File: src/hdl/owm_pkg.sv
// ---------------------------------------------------------------------------
// owm_pkg
// Shared types and codes of the single-wire bus master: item structs,
// configuration register indexes, line drive codes and the timer width.
// ---------------------------------------------------------------------------
package owm_pkg;

	localparam int TIMER_BITS  = 12;
	localparam int QUEUE_DEPTH = 2;
	localparam int QPTR_BITS   = (QUEUE_DEPTH > 1) ? $clog2(QUEUE_DEPTH) : 1;
	localparam int QCNT_BITS   = $clog2(QUEUE_DEPTH + 1);

	typedef logic [TIMER_BITS-1:0] timer_t;

	// command codes on the input channel
	localparam logic [1:0] FUNC_TICK  = 2'd0;
	localparam logic [1:0] FUNC_RESET = 2'd1;
	localparam logic [1:0] FUNC_WRITE = 2'd2;
	localparam logic [1:0] FUNC_READ  = 2'd3;

	// line drive codes
	localparam logic [1:0] DRV_REL  = 2'd0;
	localparam logic [1:0] DRV_LOW  = 2'd1;
	localparam logic [1:0] DRV_HIGH = 2'd2;

	// configuration register indexes
	localparam logic [2:0] REG_RESET_LOW  = 3'd0;
	localparam logic [2:0] REG_PRES_DELAY = 3'd1;
	localparam logic [2:0] REG_RECOVERY   = 3'd2;
	localparam logic [2:0] REG_SLOT_LOW   = 3'd3;
	localparam logic [2:0] REG_WR_HOLD    = 3'd4;
	localparam logic [2:0] REG_SAMPLE_DLY = 3'd5;
	localparam logic [2:0] REG_RD_TAIL    = 3'd6;

	typedef struct packed {
		logic [1:0] func;
		logic [7:0] data_byte;
		logic       line_level;
	} cmd_item_t;

	typedef struct packed {
		logic [1:0] line_drive;
		logic       busy_res;
		logic       done_res;
		logic [7:0] read_byte;
		logic       presence;
	} rsp_item_t;

	typedef struct packed {
		logic [11:0] reset_low_time;
		logic [11:0] presence_delay;
		logic [11:0] recovery_time;
		logic [7:0]  slot_low_time;
		logic [7:0]  write_hold_time;
		logic [7:0]  sample_delay;
		logic [7:0]  read_tail_time;
	} cfg_regs_t;

	typedef enum logic [1:0] {
		KIND_TICK,
		KIND_RESET,
		KIND_WRITE,
		KIND_READ
	} kind_t;

	typedef struct packed {
		kind_t      kind;
		logic [7:0] data_byte;
		logic       line_level;
	} q_item_t;

	typedef struct packed {
		logic    valid;
		q_item_t item;
	} q_head_t;

endpackage

File: src/hdl/owm_cfg.sv
// ---------------------------------------------------------------------------
// owm_cfg
// Configuration register file: timing values written through the
// configuration channel, loaded with their defaults at reset.
// ---------------------------------------------------------------------------
module owm_cfg (
	input  logic               clk,
	input  logic               arst_n,
	input  logic               cfg_valid,
	output logic               cfg_ready,
	input  logic [2:0]         cfg_index,
	input  logic [11:0]        cfg_data,
	output owm_pkg::cfg_regs_t regs
);
	import owm_pkg::*;

	cfg_regs_t regs_q;

	assign cfg_ready = 1'b1;
	assign regs      = regs_q;

	always_ff @(posedge clk or negedge arst_n) begin
		if (!arst_n) begin
			regs_q.reset_low_time  <= 12'd1250;
			regs_q.presence_delay  <= 12'd100;
			regs_q.recovery_time   <= 12'd1250;
			regs_q.slot_low_time   <= 8'd25;
			regs_q.write_hold_time <= 8'd120;
			regs_q.sample_delay    <= 8'd25;
			regs_q.read_tail_time  <= 8'd70;
		end else if (cfg_valid) begin
			unique case (cfg_index)
				REG_RESET_LOW:  regs_q.reset_low_time  <= cfg_data;
				REG_PRES_DELAY: regs_q.presence_delay  <= cfg_data;
				REG_RECOVERY:   regs_q.recovery_time   <= cfg_data;
				REG_SLOT_LOW:   regs_q.slot_low_time   <= cfg_data[7:0];
				REG_WR_HOLD:    regs_q.write_hold_time <= cfg_data[7:0];
				REG_SAMPLE_DLY: regs_q.sample_delay    <= cfg_data[7:0];
				REG_RD_TAIL:    regs_q.read_tail_time  <= cfg_data[7:0];
				default: ;
			endcase
		end
	end

endmodule

File: src/hdl/owm_front.sv
// ---------------------------------------------------------------------------
// owm_front
// Front end: accepts items, classifies them by command and holds them in
// a short queue until the engine takes them.
// ---------------------------------------------------------------------------
module owm_front (
	input  logic               clk,
	input  logic               arst_n,
	input  logic               cmd_valid,
	output logic               cmd_ready,
	input  owm_pkg::cmd_item_t cmd,
	output owm_pkg::q_head_t   head,
	input  logic               head_ready
);
	import owm_pkg::*;

	q_item_t              entries_q [QUEUE_DEPTH];
	logic [QPTR_BITS-1:0] wr_ptr_q;
	logic [QPTR_BITS-1:0] rd_ptr_q;
	logic [QCNT_BITS-1:0] count_q;
	q_item_t              cls;
	logic                 push;
	logic                 pop;

	always_comb begin
		cls.data_byte  = cmd.data_byte;
		cls.line_level = cmd.line_level;
		unique case (cmd.func)
			FUNC_TICK:  cls.kind = KIND_TICK;
			FUNC_RESET: cls.kind = KIND_RESET;
			FUNC_WRITE: cls.kind = KIND_WRITE;
			FUNC_READ:  cls.kind = KIND_READ;
			default:    cls.kind = KIND_TICK;
		endcase
	end

	assign cmd_ready  = (count_q != QCNT_BITS'(QUEUE_DEPTH));
	assign push       = cmd_valid && cmd_ready;
	assign head.valid = (count_q != '0);
	assign head.item  = entries_q[rd_ptr_q];
	assign pop        = head.valid && head_ready;

	always_ff @(posedge clk) begin
		if (push) begin
			entries_q[wr_ptr_q] <= cls;
		end
	end

	always_ff @(posedge clk or negedge arst_n) begin
		if (!arst_n) begin
			wr_ptr_q <= '0;
			rd_ptr_q <= '0;
			count_q  <= '0;
		end else begin
			if (push) begin
				wr_ptr_q <= (wr_ptr_q == QPTR_BITS'(QUEUE_DEPTH - 1)) ? '0
					: wr_ptr_q + QPTR_BITS'(1);
			end
			if (pop) begin
				rd_ptr_q <= (rd_ptr_q == QPTR_BITS'(QUEUE_DEPTH - 1)) ? '0
					: rd_ptr_q + QPTR_BITS'(1);
			end
			if (push && !pop) begin
				count_q <= count_q + QCNT_BITS'(1);
			end else if (pop && !push) begin
				count_q <= count_q - QCNT_BITS'(1);
			end
		end
	end

endmodule

File: src/hdl/owm_engine.sv
// ---------------------------------------------------------------------------
// owm_engine
// Back end: bus phase sequencer with its timer, bit counter and shifter.
// Steps through one phase per cycle while a tick chains through expired
// phases, then registers the result item.
// ---------------------------------------------------------------------------
module owm_engine (
	input  logic               clk,
	input  logic               arst_n,
	input  owm_pkg::cfg_regs_t regs,
	input  owm_pkg::q_head_t   head,
	output logic               head_ready,
	output logic               rsp_valid,
	input  logic               rsp_ready,
	output owm_pkg::rsp_item_t rsp
);
	import owm_pkg::*;

	localparam logic [3:0] PH_IDLE      = 4'd0;
	localparam logic [3:0] PH_RST_LOW   = 4'd1;
	localparam logic [3:0] PH_RST_WAIT  = 4'd2;
	localparam logic [3:0] PH_RST_WATCH = 4'd3;
	localparam logic [3:0] PH_RST_RECOV = 4'd4;
	localparam logic [3:0] PH_WR_LOW    = 4'd5;
	localparam logic [3:0] PH_WR_HOLD   = 4'd6;
	localparam logic [3:0] PH_RD_LOW    = 4'd7;
	localparam logic [3:0] PH_RD_SAMPLE = 4'd8;
	localparam logic [3:0] PH_RD_TAIL   = 4'd9;

	logic [3:0] phase_q, phase_n;
	logic [2:0] bit_q, bit_n;
	timer_t     time_q, time_n, t_eff;
	logic [7:0] shift_q, shift_n;
	logic [7:0] accum_q, accum_n;
	logic       pres_q, pres_n;
	logic [1:0] drive_q, drive_n;
	logic       chain_q;
	logic       rsp_valid_q;
	rsp_item_t  rsp_q;
	logic       fin, cont, done_c, slot_free, commit;

	always_comb begin
		phase_n = phase_q;
		bit_n   = bit_q;
		time_n  = time_q;
		shift_n = shift_q;
		accum_n = accum_q;
		pres_n  = pres_q;
		drive_n = drive_q;
		t_eff   = time_q;
		fin     = 1'b0;
		cont    = 1'b0;
		done_c  = 1'b0;
		if (head.valid) begin
			if (head.item.kind == KIND_TICK) begin
				if (!chain_q && time_q != '0) begin
					t_eff = time_q - timer_t'(1);
				end
				time_n = t_eff;
				if (phase_q == PH_IDLE) begin
					fin = 1'b1;
				end else if (phase_q == PH_RST_WATCH) begin
					if (head.item.line_level) begin
						fin = 1'b1;
					end else begin
						pres_n  = 1'b1;
						phase_n = PH_RST_RECOV;
						time_n  = timer_t'(regs.recovery_time);
						cont    = 1'b1;
					end
				end else if (t_eff != '0) begin
					fin = 1'b1;
				end else begin
					cont = 1'b1;
					unique case (phase_q)
						PH_RST_LOW: begin
							drive_n = DRV_REL;
							phase_n = PH_RST_WAIT;
							time_n  = timer_t'(regs.presence_delay);
						end
						PH_RST_WAIT: begin
							phase_n = PH_RST_WATCH;
						end
						PH_RST_RECOV: begin
							phase_n = PH_IDLE;
							cont    = 1'b0;
							fin     = 1'b1;
							done_c  = 1'b1;
						end
						PH_WR_LOW: begin
							drive_n = shift_q[0] ? DRV_HIGH : DRV_LOW;
							shift_n = {1'b0, shift_q[7:1]};
							phase_n = PH_WR_HOLD;
							time_n  = timer_t'(regs.write_hold_time);
						end
						PH_WR_HOLD: begin
							if (bit_q == 3'd7) begin
								drive_n = DRV_REL;
								bit_n   = 3'd0;
								phase_n = PH_IDLE;
								cont    = 1'b0;
								fin     = 1'b1;
								done_c  = 1'b1;
							end else begin
								bit_n   = bit_q + 3'd1;
								drive_n = DRV_LOW;
								phase_n = PH_WR_LOW;
								time_n  = timer_t'(regs.slot_low_time);
							end
						end
						PH_RD_LOW: begin
							drive_n = DRV_REL;
							phase_n = PH_RD_SAMPLE;
							time_n  = timer_t'(regs.sample_delay);
						end
						PH_RD_SAMPLE: begin
							shift_n[bit_q] = shift_q[bit_q] | head.item.line_level;
							phase_n = PH_RD_TAIL;
							time_n  = timer_t'(regs.read_tail_time);
						end
						PH_RD_TAIL: begin
							if (bit_q == 3'd7) begin
								accum_n = shift_q;
								bit_n   = 3'd0;
								phase_n = PH_IDLE;
								cont    = 1'b0;
								fin     = 1'b1;
								done_c  = 1'b1;
							end else begin
								bit_n   = bit_q + 3'd1;
								drive_n = DRV_LOW;
								phase_n = PH_RD_LOW;
								time_n  = timer_t'(regs.slot_low_time);
							end
						end
						default: begin
							phase_n = PH_IDLE;
							drive_n = DRV_REL;
							cont    = 1'b0;
							fin     = 1'b1;
						end
					endcase
				end
			end else begin
				fin = 1'b1;
				if (phase_q == PH_IDLE) begin
					bit_n   = 3'd0;
					drive_n = DRV_LOW;
					unique case (head.item.kind)
						KIND_RESET: begin
							pres_n  = 1'b0;
							phase_n = PH_RST_LOW;
							time_n  = timer_t'(regs.reset_low_time);
						end
						KIND_WRITE: begin
							shift_n = head.item.data_byte;
							phase_n = PH_WR_LOW;
							time_n  = timer_t'(regs.slot_low_time);
						end
						default: begin
							shift_n = 8'd0;
							phase_n = PH_RD_LOW;
							time_n  = timer_t'(regs.slot_low_time);
						end
					endcase
				end
			end
		end
	end

	assign slot_free  = !rsp_valid_q || rsp_ready;
	assign head_ready = fin && slot_free;
	assign commit     = cont || head_ready;
	assign rsp_valid  = rsp_valid_q;
	assign rsp        = rsp_q;

	always_ff @(posedge clk or negedge arst_n) begin
		if (!arst_n) begin
			phase_q     <= PH_IDLE;
			bit_q       <= 3'd0;
			time_q      <= '0;
			shift_q     <= 8'd0;
			accum_q     <= 8'd0;
			pres_q      <= 1'b0;
			drive_q     <= DRV_REL;
			chain_q     <= 1'b0;
			rsp_valid_q <= 1'b0;
		end else begin
			if (commit) begin
				phase_q <= phase_n;
				bit_q   <= bit_n;
				time_q  <= time_n;
				shift_q <= shift_n;
				accum_q <= accum_n;
				pres_q  <= pres_n;
				drive_q <= drive_n;
				chain_q <= cont;
			end
			if (head_ready) begin
				rsp_valid_q <= 1'b1;
			end else if (rsp_ready) begin
				rsp_valid_q <= 1'b0;
			end
		end
	end

	always_ff @(posedge clk) begin
		if (head_ready) begin
			rsp_q.line_drive <= drive_n;
			rsp_q.busy_res   <= (phase_n != PH_IDLE);
			rsp_q.done_res   <= done_c;
			rsp_q.read_byte  <= accum_n;
			rsp_q.presence   <= pres_n;
		end
	end

endmodule

File: src/hdl/one_wire_bus_master_unit.sv
// Timing: the result item is registered when the engine takes its item
// from the queue; a tick that runs through expired phases is taken only
// after its last phase step. Throughput: one item per cycle while the
// result channel is not stalled and no tick chains through expired
// phases, which the single-step phase sequencer runs through in turn.
// Reset: arst_n clears queue, sequencer and result valid flag at once; the
// timing registers return to their defaults.
// ---------------------------------------------------------------------------
// one_wire_bus_master_unit
// Single-wire bus master paced by microsecond ticks: reset with presence
// detect, byte write and byte read, LSB first.
// ---------------------------------------------------------------------------
module one_wire_bus_master_unit (
	input  logic               clk,
	input  logic               arst_n,
	input  logic               cmd_valid,
	output logic               cmd_ready,
	input  owm_pkg::cmd_item_t cmd,
	output logic               rsp_valid,
	input  logic               rsp_ready,
	output owm_pkg::rsp_item_t rsp,
	input  logic               cfg_valid,
	output logic               cfg_ready,
	input  logic [2:0]         cfg_index,
	input  logic [11:0]        cfg_data
);
	import owm_pkg::*;

	cfg_regs_t regs;
	q_head_t   head;
	logic      head_ready;

	owm_cfg u_cfg (
		.clk       (clk),
		.arst_n    (arst_n),
		.cfg_valid (cfg_valid),
		.cfg_ready (cfg_ready),
		.cfg_index (cfg_index),
		.cfg_data  (cfg_data),
		.regs      (regs)
	);

	owm_front u_front (
		.clk        (clk),
		.arst_n     (arst_n),
		.cmd_valid  (cmd_valid),
		.cmd_ready  (cmd_ready),
		.cmd        (cmd),
		.head       (head),
		.head_ready (head_ready)
	);

	owm_engine u_engine (
		.clk        (clk),
		.arst_n     (arst_n),
		.regs       (regs),
		.head       (head),
		.head_ready (head_ready),
		.rsp_valid  (rsp_valid),
		.rsp_ready  (rsp_ready),
		.rsp        (rsp)
	);

endmodule

File: config.mk
export PLATFORM = sky130hd
export DESIGN_NAME = one_wire_bus_master_unit
export DESIGN_NICKNAME = d
export VERILOG_FILES = /design/src/hdl/owm_pkg.sv /design/src/hdl/owm_cfg.sv /design/src/hdl/owm_front.sv /design/src/hdl/owm_engine.sv /design/src/hdl/one_wire_bus_master_unit.sv
export SDC_FILE = /design/constraint.sdc
export NUM_CORES = 1
export LEC_CHECK = 0
export BUFFER_PORTS_ARGS = -buffer_cell sky130_fd_sc_hd__buf_4
export CORE_MARGIN = 10
export CORE_UTILIZATION = 63
export CTS_CLUSTER_DIAMETER = 80
export DETAILED_ROUTE_END_ITERATION = 16
export GPL_TIMING_DRIVEN = 0
export PLACE_DENSITY = 0.82
export SYNTH_ARGS = -nofsm -noshare
export SYNTH_HDL_FRONTEND = slang
export SYNTH_HIERARCHICAL = 1
export SYNTH_SLANG_ARGS = --single-unit
File: constraint.sdc
create_clock -name clk -period 10.7 [get_ports clk]
set_clock_uncertainty 0.2 [all_clocks]
set_input_delay 1.605 -clock clk [delete_from_list [all_inputs] [get_ports clk]]
set_output_delay 1.605 -clock clk [all_outputs]
set_load 0.005 [all_outputs]
==> results of run 1 <==
-- registers in the layout (all words and copies together), names as in the netlist, 2 cells and up --
signal             count
u_cfg/regs            68
u_front/entries_q     22
u_engine/rsp          13
u_engine/time_q       12
u_engine/accum_q       8
u_engine/shift_q       8
u_engine/phase_q       4
u_engine/bit_q         3
u_engine/drive_q       2
u_front/count_q        2
-- metal layers --
layer / vias to the layer above / track usage [%] / wire length (µm)
li1: 2897 / - / -
met1: 3186 / 33.3 / 9490
met2: 355 / 37.7 / 10100
met3: 48 / 7.32 / 1990
met4: 0 / 8.22 / 515
met5: - / 0 / 0
-- layout by cell type, fill, tap and decap left out, types with 9 or more instances in the layout --
cell type and instances:
buf_4 46, a211oi_1 17, a21oi_1 43, edfxtp_1 35
mux2_4 28, o21ai_0 46, dfrtp_1 86, dfstp_2 26
nand3_1 16, mux2i_1 9, nor2_1 54, clkbuf_16 17
ha_1 9, mux2_2 81, nand2_1 37, nor3_1 11
nor2b_1 11, a31oi_1 13, o22ai_1 10, inv_1 20
clkbuf_1 32
-- layout make-up --
cell class / count / area (µm²) / area share, %
clock buffer: 18 / 429 / 4.58
buffer: 49 / 269 / 2.87
timing repair buffer: 44 / 362 / 3.86
clock inverter: 14 / 143 / 1.52
inverter: 20 / 75.1 / 0.801
tap: 172 / 215 / 2.30
multi-input combinational: 520 / 3990 / 42.6
sequential: 147 / 3890 / 41.5
-- power by group --
| group | internal, W | switching, W | total [W] | leakage, nW |
|---|---|---|---|---|
| registers | 0.000731 | 0.0000800 | 0.000811 | 1.66 |
| logic | 0.000364 | 0.000546 | 0.000909 | 1.86 |
| clock network | 0.000309 | 0.000267 | 0.000577 | 0.275 |
| total | 0.00140 | 0.000893 | 0.00230 | 3.79 |
-- through the flow --
step / instances / power, W / setup slack, ns
after floorplan: 736 / 0.00141 / 6.20
after global placement: 950 / 0.00166 / 5.25
after detailed placement: 951 / 0.00169 / 6.22
after CTS: 983 / 0.00227 / 6.21
after global routing: 984 / 0.00241 / 5.91
final: 984 / 0.00230 / 6.13
-- kinds of logic after synthesis --
family	Yosys count	share of synthesized area (%)
and+or+nand+nor	198	14.1
AOI/OAI and AO/OA	184	14.6
adders and majority gates	9	1.37
buffers and inverters	69	4.19
muxes	118	17.3
other	1	0.0457
xor gates and xnor gates	10	1.07
DFF	147	47.3
-- worst max-delay path by stage --
stage / startpoint / endpoint / slack (ns)
floorplan: u_engine/time_q[0]$_DFFE_PN0P_ / u_front/count_q[1]$_DFFE_PN0P_ / 6.20
global placement: u_engine/time_q[0]$_DFFE_PN0P_ / u_front/count_q[1]$_DFFE_PN0P_ / 5.25
detailed placement: u_engine/time_q[0]$_DFFE_PN0P_ / u_engine/shift_q[2]$_DFFE_PN0P_ / 6.22
CTS: u_engine/time_q[0]$_DFFE_PN0P_ / u_engine/shift_q[2]$_DFFE_PN0P_ / 6.21
global route: u_engine/time_q[0]$_DFFE_PN0P_ / u_engine/shift_q[2]$_DFFE_PN0P_ / 5.91
finish: u_engine/time_q[0]$_DFFE_PN0P_ / u_engine/shift_q[3]$_DFFE_PN0P_ / 6.13
-- critical path, cell delays in order (launching register included) --
cell,delay [ns]
dfrtp_1,0.46
inv_1,0.09
ha_1,0.17
or4b_4,0.52
nor4_4,0.37
mux2_2,0.41
nor4b_1,0.62
and3_1,0.26
buf_2,0.17
a21o_2,0.24
clkbuf_1,0.54
a41oi_1,0.26
a21oi_1,0.17
==> results_dict.tcl, run 1 <==
set metrics [dict create \
    yosysUniqueCellTypes 74 \
    cts_tree "yes" \
    drive_gt1_share_pct 32.3 \
    syn_area_um2 8210 \
    synth_ff_type "dfrtp_1" \
    yosysMostFrequentCell "dfrtp_1" \
    placed_area_um2 8760 \
    required_ns 10.85 \
    fillers 869 \
    cts_buffers 17 \
    io_buffers 42 \
    min_from "u_front/wr_ptr_q$_DFFE_PN0P_" \
    yosys_warnings 6 \
    yosysTopAreaCell "dfrtp_1" \
    worstSetupPathType "flop to flop" \
    cts_root_buffer "clkbuf_16" \
    hold_violations 0 \
    hold_buffers 0 \
    die_width_um 134 \
    syn_area_per_cell_um2 11.2 \
    whs_ns 0.299 \
    r2r_start "u_engine/time_q[0]$_DFFE_PN0P_" \
    clk_path_buf_depth 2 \
    drv_slew 0 \
    worst_setup_path_start_kind "flop" \
    postCtsSetupBuffers 0 \
    area_delta_synth_final_pct 14.1 \
    leakagePower_nw 3.79 \
    cp.arrival_ns 4.72 \
    dr.pass1.iters 6 \
    track_usage_pct 24.8 \
    min_to "u_front/wr_ptr_q$_DFFE_PN0P_" \
    synth-async-reset-ratio_pct 76.2 \
    grt_antenna_before_repair 0 \
    period_needed_ns 4.57 \
    routed_via_density 6.59 \
    dieHeight_um 134 \
    floorplan.rows 41 \
    holdPathStages 1 \
    final_util_pct 73.9 \
    relSlewSlack_pct 40.8 \
    wl_mm 22.1 \
    nets 839 \
    reg2reg_to "u_engine/shift_q[3]$_DFFE_PN0P_" \
    maxCapViolCount 0 \
    min_path_type "flop to flop" \
    cts_resized 0 \
    fmax_mhz 219 \
    syn_inst 736 \
    diodes 0 \
    io_pins 47 \
    ir_drop_mv 0.178 \
    pwr_density_cell_nw_per_um2 245 \
    status "finished clean" \
    synth_nets 776 \
    final-setup-viol-count 0 \
    ff2ff_path_depth 12 \
    clk_latency_ns 0.43 \
    initial_core_util_pct 64.8 \
    die_area_um2 18000 \
    core_area_um2 12700 \
    crit_fanout 10 \
    fin_crit_sh_pct 42.7 \
    drc 0 \
    fin_tns_setup_ns 0 \
    vias 6486 \
    hpwlAfterDp_mm 15.6 \
    htreeDepth 4 \
    r2r_slack_ns 6.13 \
    worst_pin_slew_ns 0.885 \
    grt.overflow.total 0 \
    ys_top_cells_by_count "86 x dfrtp_1, 81 x mux2_2, 54 x nor2_1, 46 x o21ai_0, 43 x a21oi_1" \
    clk_pin_slew_worst_paths_ns 0.07 \
    stdcell_area_um2 9370 \
    gp_congestion 0.976 \
    drt-initial-drc-count 853 \
    end_kind "flop" \
    synth_top_area_share_pct 26.2 \
    yosysSeqAreaShare_pct 47.3 \
    rsz0062_at_grt "false" \
    synth-edff-count 35 \
    avgRoutedWirePerCell_um 22.4 \
    grt_pass1_vias 6508 \
    grt_pass1_wl_mm 35.4 \
    grt_max_degree 113 \
    synth.area.top_cells "dfrtp_1 26%, edfxtp_1 13%, mux2_2 11%" \
    postRouteAntennaNets 0 \
    clock-sinks 147 \
    ys_ff_latch 147 \
]
Note: power is estimated with default switching activity, not from simulation.
==> inputs of run 2 (changes only) <==
--- a/config.mk
+++ b/config.mk
@@ -7,11 +7,11 @@
 export LEC_CHECK = 0
 export BUFFER_PORTS_ARGS = -buffer_cell sky130_fd_sc_hd__buf_4
 export CORE_MARGIN = 10
-export CORE_UTILIZATION = 63
+export CORE_UTILIZATION = 62
 export CTS_CLUSTER_DIAMETER = 80
 export DETAILED_ROUTE_END_ITERATION = 16
 export GPL_TIMING_DRIVEN = 0
-export PLACE_DENSITY = 0.82
+export PLACE_DENSITY = 0.81
 export SYNTH_ARGS = -nofsm -noshare
 export SYNTH_HDL_FRONTEND = slang
 export SYNTH_HIERARCHICAL = 1
==> constraint.sdc (replaced) <==
create_clock -name clk -period 4.3 [get_ports clk]
set_clock_uncertainty 0.2 [all_clocks]
set_input_delay 0.645 -clock clk [delete_from_list [all_inputs] [get_ports clk]]
set_output_delay 0.645 -clock clk [all_outputs]
set_load 0.005 [all_outputs]
==> results_dict.tcl, run 2 (synthesis gave the netlist of run 1 again) <==
set metrics [dict create \
    clk_path_buf_depth 2 \
    final_util_pct 73.9 \
    io_buffers 42 \
    final_common_cell "dfrtp_1" \
    area_delta_synth_final_pct 15.1 \
    dr.pass1.iters 6 \
    die_width_um 135 \
    floorplan.rows 41 \
    postRouteAntennaNets 0 \
    multiInputGateArea_um2 4030 \
    cts_tree "yes" \
    maxCapViolCount 0 \
    final-setup-viol-count 0 \
    clk_pin_slew_worst_paths_ns 0.07 \
    required_ns 4.24 \
    drive_gt1_share_pct 33.2 \
    worst_setup_path_start_kind "flop" \
    p_sw_w 0.00226 \
    dieHeight_um 135 \
    drt-initial-drc-count 980 \
    crit_fanout 10 \
    clock-sinks 147 \
    sw_frac_of_total_pct 39.1 \
    pwr_density_cell_nw_per_um2 611 \
    totalPowerFinal_w 0.00577 \
    seq_area_um2 3890 \
    initial_core_util_pct 64.3 \
    critPathBufInv 3 \
    crit_chain "inv_1 -> ha_1 -> or4b_2 -> o31ai_1 -> nand2_1 -> nor4b_2 -> and3_1 -> buf_2 -> buf_2 -> o221ai_1 -> a41oi_2 -> o2111ai_1" \
    track_usage_pct 25.0 \
    cts_buffers 17 \
    fillers 853 \
    htreeDepth 4 \
    cp.arrival_ns 4.14 \
    hold_violations 0 \
    period_needed_ns 4.20 \
    end_kind "flop" \
    status "finished clean" \
    critPathMaxStageDelay_ns 0.67 \
    wl_mm 22.5 \
    drc 0 \
    grt_pass1_vias 6540 \
    pwr-share-clk_pct 25.1 \
    crit_family "simple AND/OR/NAND/NOR gates" \
    io_pins 47 \
    min_path_type "input pin to flop" \
    final_cell_mix "86 x dfrtp_1, 81 x mux2_2, 54 x nor2_1" \
    grt_antenna_before_repair 0 \
    fin_crit_sh_pct 97.7 \
    vias 6515 \
    gp_congestion 0.962 \
    die_area_um2 18200 \
    core_area_um2 12800 \
    relSlewSlack_pct 9.20 \
    avgRoutedWirePerCell_um 22.7 \
    routed_via_density 6.59 \
    hpwlAfterDp_mm 15.4 \
    grt.overflow.total 0 \
    grt_pass1_wl_mm 36.1 \
    leakagePower_nw 3.83 \
    seqPwrFrac_pct 35.1 \
    path_common_cell "buf_2" \
    nets 843 \
    grt_max_degree 113 \
    largest_register_ff_count 68 \
    internal_power_w 0.00352 \
    diodes 0 \
    pwr-share-comb_pct 39.8 \
    clk_latency_ns 0.43 \
    cp_slowest_cell "or4b_2" \
    drv_slew 0 \
    fmax_mhz 238 \
    worst_pin_slew_ns 1.35 \
    cts_root_buffer "clkbuf_16" \
    worstSetupPathType "flop to flop" \
    ir_drop_mv 0.504 \
]
run 2: stage by stage:
step	setup TNS, ns	hold WS (ns)	instances	instance area (µm²)	worst slack, ns
4_1_cts	-0.152	0.183	984	9360	-0.152
5_1_grt	-0.173	0.182	988	9440	-0.104
6_report	0	0.194	988	9440	0.0999
2_1_floorplan	0	0.149	736	8210	0.349
3_3_place_gp	-1.35	0.265	950	8740	-0.265
3_5_place_dp	-2.05	0.271	950	8740	-0.396
run 2: what timing repair did:
item                                   in CTS  in global routing
endpoints found under the hold margin       0                 22
hold buffers                                0                  1
buffers inserted                            2                  2
setup endpoints to repair                  33                 22
gates resized for setup                     4                  4
pin swaps                                   1                  2
run 2: path summary, 6_finish.rpt:
kind                                                       from                           endpoint  slack [ns]  depth (start not counted)
max in group asynchronous                                arst_n         u_cfg/regs[27]$_DFFE_PN1P_        2.73                          3
worst min register to register  u_engine/drive_q[0]$_DFFE_PN0N_    u_engine/drive_q[0]$_DFFE_PN0N_        0.28                          2
worst max-delay path             u_engine/time_q[0]$_DFFE_PN0P_         u_engine/rsp[10]$_DFFE_PP_         0.1                         12
worst max register to register   u_engine/time_q[0]$_DFFE_PN0P_         u_engine/rsp[10]$_DFFE_PP_         0.1                         12
worst min-delay path                                     cmd[0]  u_front/entries_q[1][0]$_DFFE_PP_        0.19                          1
min in group asynchronous                                arst_n    u_engine/shift_q[5]$_DFFE_PN0P_        0.44                          2
run 2: power by group through the flow:
stage               logic, W  registers (W)  clock network, W
floorplan            0.00152        0.00199                 0
global placement     0.00212        0.00202                 0
detailed placement   0.00215        0.00204                 0
CTS                  0.00220        0.00202           0.00146
global route         0.00248        0.00207           0.00153
finish               0.00230        0.00203           0.00145
run 2: layout make-up:
| type | count | share of cell area (%) |
|---|---|---|
| clock inverter | 15 | 1.68 |
| inverter | 20 | 0.795 |
| tap | 172 | 2.28 |
| buffer | 49 | 2.86 |
| clock buffer | 17 | 4.50 |
| timing repair buffer | 48 | 4.09 |
| sequential | 147 | 41.1 |
| multi-input combinational | 520 | 42.6 |
run 2: routing by layer:
metal | wire length [µm] | GRT usage, % | vias to the layer above
li1 | - | - | 2893
met1 | 9810 | 34.4 | 3237
met2 | 10400 | 38.4 | 340
met3 | 1820 | 5.30 | 45
met4 | 479 | 8.55 | 0
met5 | 0 | 0 | -
run 2: worst reg2reg max path: stages, from the launching register on:
cell,delay [ns]
dfrtp_1,0.46
inv_1,0.10
ha_1,0.17
or4b_2,0.67
o31ai_1,0.43
nand2_1,0.14
nor4b_2,0.43
and3_1,0.20
buf_2,0.18
buf_2,0.29
o221ai_1,0.20
a41oi_2,0.26
o2111ai_1,0.19
==> inputs of run 3 (changes only) <==
--- a/config.mk
+++ b/config.mk
@@ -5,7 +5,7 @@
 export SDC_FILE = /design/constraint.sdc
 export NUM_CORES = 1
 export LEC_CHECK = 0
-export BUFFER_PORTS_ARGS = -buffer_cell sky130_fd_sc_hd__buf_4
+export BUFFER_PORTS_ARGS = -buffer_cell sky130_fd_sc_hd__buf_2
 export CORE_MARGIN = 10
 export CORE_UTILIZATION = 62
 export CTS_CLUSTER_DIAMETER = 80
==> results_dict.tcl, run 3 (synthesis gave the netlist of run 1 again) <==
set metrics [dict create \
    status "finished clean" \
    final-setup-viol-count 0 \
    io_buffers 42 \
    worstSetupPathType "flop to flop" \
    r2r_start "u_engine/time_q[0]$_DFFE_PN0P_" \
    vias 6495 \
    grt_pass1_vias 6403 \
    die_area_um2 18200 \
    maxCapViolCount 0 \
    critPathMaxStageDelay_ns 0.65 \
    dp_slack_ns -0.342 \
    worst_setup_path_start_kind "flop" \
    critPathBufInv 3 \
    initial_core_util_pct 64.3 \
    routed_via_density 6.58 \
    avgRoutedWirePerCell_um 22.0 \
    wl_mm 21.7 \
    hold_buffers 0 \
    hpwlAfterDp_mm 15.3 \
    core_area_um2 12800 \
    grt_antenna_before_repair 0 \
    cts_root_buffer "clkbuf_16" \
    dp.cells 951 \
    htreeDepth 4 \
    gp_congestion 0.952 \
    fin_crit_sh_pct 96.7 \
    area_delta_synth_final_pct 13.2 \
    final_cells 987 \
    drt-initial-drc-count 832 \
    worst_pin_slew_ns 1.39 \
    reg2reg_to "u_engine/time_q[4]$_DFFE_PN0P_" \
    finalWorstSetupSlack_ns 0.143 \
    fmax_mhz 241 \
    crit_chain "inv_1 -> ha_1 -> or4b_4 -> or4_2 -> nand2_1 -> nor4b_4 -> and3_1 -> buf_2 -> a21oi_1 -> clkbuf_1 -> o21ai_0 -> o31ai_1" \
    clk_path_buf_depth 2 \
    hold_violations 0 \
    r2r_slack_ns 0.14 \
    drc 0 \
    ff2ff_path_depth 12 \
    crit_family "simple AND/OR/NAND/NOR gates" \
    final_util_pct 72.7 \
    rsz0062_at_grt "false" \
    whs_ns 0.0130 \
    largest_register_ff_count 68 \
    end_kind "flop" \
    clock-sinks 147 \
    clk_pin_slew_worst_paths_ns 0.06 \
    final_cell_mix "86 x dfrtp_1, 81 x mux2_2, 54 x nor2_1" \
    postRouteAntennaNets 0 \
    crit_fanout 10 \
    stdcell_area_um2 9290 \
    grt_pass1_wl_mm 34.8 \
    cp.arrival_ns 4.29 \
    drive_gt1_share_pct 33.0 \
    grt.overflow.total 0 \
    min_path_type "input pin to async pin" \
    grt_max_degree 74 \
    drv_slew 0 \
    io_pins 47 \
    required_ns 4.43 \
    die_width_um 135 \
    track_usage_pct 24.2 \
    final_common_cell "dfrtp_1" \
    relSlewSlack_pct 6.34 \
    placed_area_um2 8670 \
    dieHeight_um 135 \
    pwr_density_cell_nw_per_um2 610 \
    nets 842 \
    period_needed_ns 4.16 \
    cts_tree "yes" \
    dr.pass1.iters 6 \
    cts_buffers 17 \
    diodes 0 \
    leakagePower_nw 3.79 \
    ir_drop_mv 0.497 \
    floorplan.rows 41 \
    clk_latency_ns 0.42 \
    cp_slowest_cell "or4_2" \
]
## run 3: cell count changes in the layout (fill, tap and decap cells not counted), sizes merged
cell / before / now
clkinvlp: 1 / 0
clkbuf: 49 / 51
dlygate4sd3: 1 / 0
inv: 29 / 28
## run 3: what timing repair did
action                     in CTS  in global routing
pin swaps                       1                  1
setup buffers                   2                  2
setup endpoints to repair      19                 22
resized for setup               4                  3
## run 3: layout make-up
class,instances,area [µm²]
Timing Repair Buffer,47,270
Fill cell,892,3490
Multi-Input combinational cell,520,4020
Inverter,20,75.1
Clock buffer,19,434
Buffer,49,270
Sequential cell,147,3890
Clock inverter,13,118
Tap cell,172,215
## run 3: worst max-delay path by stage
stage / start / to / cells past startpoint
2_1_floorplan: u_engine/time_q[0]$_DFFE_PN0P_ / u_front/count_q[1]$_DFFE_PN0P_ / 14
3_3_place_gp: u_engine/time_q[0]$_DFFE_PN0P_ / u_front/count_q[1]$_DFFE_PN0P_ / 14
3_5_place_dp: u_engine/time_q[0]$_DFFE_PN0P_ / u_front/count_q[1]$_DFFE_PN0P_ / 14
4_1_cts: u_engine/time_q[0]$_DFFE_PN0P_ / u_front/count_q[1]$_DFFE_PN0P_ / 14
5_1_grt: u_engine/time_q[0]$_DFFE_PN0P_ / u_engine/time_q[4]$_DFFE_PN0P_ / 12
6_report: u_engine/time_q[0]$_DFFE_PN0P_ / u_engine/time_q[4]$_DFFE_PN0P_ / 12
## run 3: worst register-to-register path, cell delays in order, from the launching register on
cell	delay, ns
dfrtp_1	0.46
inv_1	0.09
ha_1	0.16
or4b_4	0.52
or4_2	0.65
nand2_1	0.15
nor4b_4	0.08
and3_1	0.16
buf_2	0.16
a21oi_1	0.63
clkbuf_1	0.50
o21ai_0	0.20
o31ai_1	0.10
## run 3: metrics by stage
stage / total power (W) / TNS, ns
after floorplan: 0.00350 / 0
after global placement: 0.00410 / -1.02
after detailed placement: 0.00416 / -1.50
after CTS: 0.00559 / -0.0530
after global routing: 0.00597 / 0
final: 0.00567 / 0
## run 3: power by group
part | internal, W | switching, W | leakage, nW
clock | 0.000763 | 0.000625 | 0.277
sequential | 0.00182 | 0.000203 | 1.66
combinational | 0.000886 | 0.00137 | 1.85
## run 3: per-layer routing
layer | GRT usage [%] | wire length (µm)
met1 | 32.5 | 9220
met2 | 36.2 | 9950
met3 | 7.12 | 1990
met4 | 8.85 | 528
met5 | 0 | 0
